[src/hw/rtl/dsd_ram.sv]
module dsd_ram #(
    parameter int WIDTH  = 8,
    parameter int DEPTH  = 16,
    parameter int ADDR_W = (DEPTH > 1) ? $clog2(DEPTH) : 1
) (
    input  logic              clk,
    input  logic              we,
    input  logic [ADDR_W-1:0] waddr,
    input  logic [WIDTH-1:0]  wdata,
    input  logic [ADDR_W-1:0] raddr,
    output logic [WIDTH-1:0]  rdata
);

    logic [WIDTH-1:0] mem_reg [DEPTH];
    logic [WIDTH-1:0] rdata_reg;

    always_ff @(posedge clk)
    begin
        if (we)
        begin
            mem_reg[waddr] <= wdata;
        end
        rdata_reg <= mem_reg[raddr];
    end

    assign rdata = rdata_reg;

endmodule

[config.mk]
export PLATFORM = sky130hd
export DESIGN_NAME = dsd_ram
export DESIGN_NICKNAME = d
export VERILOG_FILES = /design/src/hw/rtl/dsd_ram.sv
export SDC_FILE = /design/constraint.sdc
export NUM_CORES = 1
export LEC_CHECK = 0
export BUFFER_PORTS_ARGS = -buffer_cell sky130_fd_sc_hd__buf_2
export CORE_ASPECT_RATIO = 1.75
export CORE_MARGIN = 2
export CORE_UTILIZATION = 45
export CTS_BUF_LIST = sky130_fd_sc_hd__clkbuf_8
export CTS_CLUSTER_DIAMETER = 50
export CTS_CLUSTER_SIZE = 10
export DETAILED_ROUTE_END_ITERATION = 10
export PLACE_DENSITY_LB_ADDON = 0.12
export SETUP_SLACK_MARGIN = 0.02
export SLEW_MARGIN = 20
export SYNTH_ARGS = -nofsm -noshare
export SYNTH_HDL_FRONTEND = slang
export SYNTH_SLANG_ARGS = --single-unit
[constraint.sdc]
create_clock -name clk -period 1.7 [get_ports clk]
set_clock_uncertainty 0.1 [all_clocks]
set_input_delay 0 -clock clk [delete_from_list [all_inputs] [get_ports clk]]
set_output_delay 0 -clock clk [all_outputs]
set_load 0.05 [all_outputs]
# Yosys cells after proc, flatten, opt, wreduce, memory -nomap -nowiden
# Memory sizes are Yosys's and may differ from the RTL's. A register that Yosys moved wholly into a read port is not among the register bits.
# Cells that the tools add are included.
# Widths: inputs -> output; s select.
# totals
memories	1
reg_bits	0
ramBits	128
elab_cells	3
out_inout_bits	8
# memory_table
name	words	word_bits	rd	rd_ports_with_merged_regs	wr	line_no	rtl
mem_reg	16	8	1	1	1	14	logic [WIDTH-1:0] mem_reg [DEPTH];
# op_classes
muxes	2
# ops
op	count
$mux 1	2

# Depth between registers and ports, before layout
# logic_depth
ltp_word	2
depth_mapped	5

# Worst setup path after synthesis
# No wires, ideal clock.
# synth_path
path_kind	input port to flip-flop
from	in waddr[2]
to	mem mem_reg[0][0] (enable)
path_stages	2
setup_time_ns	0.383
arrival_ns	1.110
path_slack_ns	0.107
cell_sequence	or3b_2 -> nor3_1
# synth_rtl
element	line_no	rtl
start: declaration	8	input logic [ADDR_W-1:0] waddr,
end: declaration	14	
# No word-level cell before the write port.

==> results.json <==
{
  "status": "finished, final reports clean",
  "irDropWorstVdd_mv": 0.620,
  "switching_share": 0.232,
  "fin_crit_ps": 1440,
  "finalWirelength_mm": 9.80,
  "cts_max_path_buffers": 2,
  "syn_to_final_growth_pct": 17.2,
  "p_per_area_nw_per_um2": 1090,
  "fillers": 856,
  "critical_path_class": "register to register",
  "antenna_found_initial": 0,
  "post_cts_resized": 0,
  "synth.top_cell.area_share": 0.747,
  "p_comb_frac": 0.067,
  "num-nets-final": 315,
  "gp_congestion": 0.744,
  "yosys-top-cells-area": "edfxtp_1 (75%), mux4_2 (7.9%), mux4_1 (7.1%), dfxtp_1 (3.1%), a22oi_1 (2.3%)",
  "drtPass1Iterations": 5,
  "p_seq_frac": 0.570,
  "dieHeight_um": 145,
  "crit_path_max_fanout": 1,
  "internal_power_uw": 5070,
  "fin_crit_sh": 0.848,
  "hpwlAfterDp_mm": 6.51,
  "syn_area_um2": 5150,
  "ios": 26,
  "cp.arrival_ps": 1660,
  "slew_violations": 0,
  "clkTransAtPathRegs_ps": 80,
  "tns_ps": 0,
  "cellLeakagePower_uw": 0.00205,
  "yosys_register_bits": 136,
  "track_usage": 0.170,
  "async_flop_share": 0,
  "die_w_um": 84.9,
  "layout-drive-gt1-share": 0.319,
  "synth.distinct_cells": 19,
  "ys.flop_type": "edfxtp_1",
  "fin_cells": 442,
  "clockPowerShare": 0.363,
  "drt.antenna.violating_nets": 0,
  "overflow": 0,
  "cts_tree": "yes",
  "hold_class": "input pin to register",
  "first_global_vias": 2602,
  "rsz0062_at_grt": "false",
  "drt-initial-drc-count": 141,
  "ys_warn_count": 0,
  "num_vias": 2428,
  "drc": 0,
  "core.rowCount": 51,
  "cts_root_buf": "clkbuf_8",
  "vias_per_cell": 5.49,
  "whs_ps": 22.2,
  "finalHoldViolCount": 0,
  "worst_setup_path_end_kind": "register",
  "numCtsBuffers": 17,
  "synthCells": 229,
  "cts_sinks": 136,
  "placed_cells": 401,
  "port_buffers": 25,
  "wire_per_inst_um": 22.2,
  "crit_required_ps": 1920,
  "cts.htree.levels": 4,
  "synth_edf_count": 128,
  "maxCapViolations": 0,
  "syn-num-nets": 247,
  "initial_core_util": 0.461,
  "synth_top_cell_by_area": "edfxtp_1",
  "worst_pin_slew_ps": 395,
  "grt_max_degree": 33,
  "critPathLaunchType": "register",
  "dieArea_um2": 12300,
  "synth.most_common_cell": "edfxtp_1",
  "power_switching_uw": 1530,
  "insertion_delay_ps": 430,
  "synth.avg_cell_area_um2": 22.5,
  "core_area_um2": 11200,
  "post_synth_most_frequent_cells": "edfxtp_1 (128), mux4_2 (18), a22oi_1 (16), mux4_1 (14), nor2_1 (13)",
  "fmax_ghz": 0.693,
  "diodes": 0,
  "setup_viol": 0,
  "largest_reg_flops": 128,
  "slew_headroom": 0.737,
  "grt_pass1_wl_mm": 14.8,
  "synth-seq-area-share": 0.778
}
## power groups by stage
stage / combinational [µW] / clock (µW) / sequential, µW
2_1_floorplan: 190 / 0 / 3910
6_report: 440 / 2400 / 3770
3_3_place_gp: 425 / 0 / 3840
5_1_grt: 475 / 2570 / 3770
4_1_cts: 448 / 2450 / 3770
3_5_place_dp: 432 / 0 / 3840
## cell usage in the layout, fill, tap and decap left out, types with 8 or more instances in the layout
master	synthesis	final
dfxtp_1	8	8
a22oi_1	16	16
mux4_1	14	14
nor2_1	13	13
mux4_2	18	18
dlygate4sd3_1	0	9
edfxtp_1	128	128
buf_4	1	22
buf_2	3	25
clkbuf_8	0	17
nand2_1	9	9
## logic make-up (layout without fill, tap and decap cells)
logic type,Yosys count,after routing,synth area share
AND/OR/NAND/NOR,35,35,0.0318
buffers and inverters,10,91,0.0168
multiplexers,32,32,0.150
flip-flops,136,136,0.778
AO/OA/AOI/OAI,16,16,0.0233
## final timing paths
path / start / end / slack (ps) / depth (start not counted)
max: mem_reg[1][3] / rdata[3] / 260 / 3
min: waddr[0] / mem_reg[4][1] / 20 / 3
max reg2reg: mem_reg[1][3] / rdata[3] / 260 / 3
min reg2reg: mem_reg[8][6] / rdata[6] / 590 / 3
## layout make-up
| cell class | instances | area, µm² | area share |
|---|---|---|---|
| Clock inverter | 15 | 131 | 0.0218 |
| Tap cell | 132 | 165 | 0.0274 |
| Clock buffer | 17 | 234 | 0.0388 |
| Multi-Input combinational cell | 83 | 1060 | 0.175 |
| Sequential cell | 136 | 4000 | 0.664 |
| Timing Repair Buffer | 59 | 440 | 0.0730 |
## stage by stage
step | setup slack, ps | util | area [µm²] | total power (µW)
after floorplan | 107 | - | 5150 | 4100
after global placement | 184 | 0.499 | 5580 | 4270
after detailed placement | 198 | 0.499 | 5580 | 4280
after CTS | 253 | 0.540 | 6030 | 6670
after global routing | 198 | 0.540 | 6030 | 6820
final | 258 | 0.540 | 6030 | 6600
## worst max-delay path, cell delays in order (launching register included)
cell      delay [ps]
edfxtp_1         360
mux4_1           520
a22oi_1          270
nand2_1           90
## routing by layer
layer	vias to the layer above	part of all wire	wire length [µm]	global-route usage
li1	1112	-	-	-
met1	1247	0.40	3880	0.198
met2	53	0.55	5410	0.300
met3	16	0.029	280	0.0420
met4	0	0.024	231	0.0675
met5	-	0	0	0
## what timing repair did
item                      CTS  global route
setup buffers               0             0
hold endpoints to repair  130             0
hold buffers                9             0
Note: power is estimated with default switching activity, not from simulation.
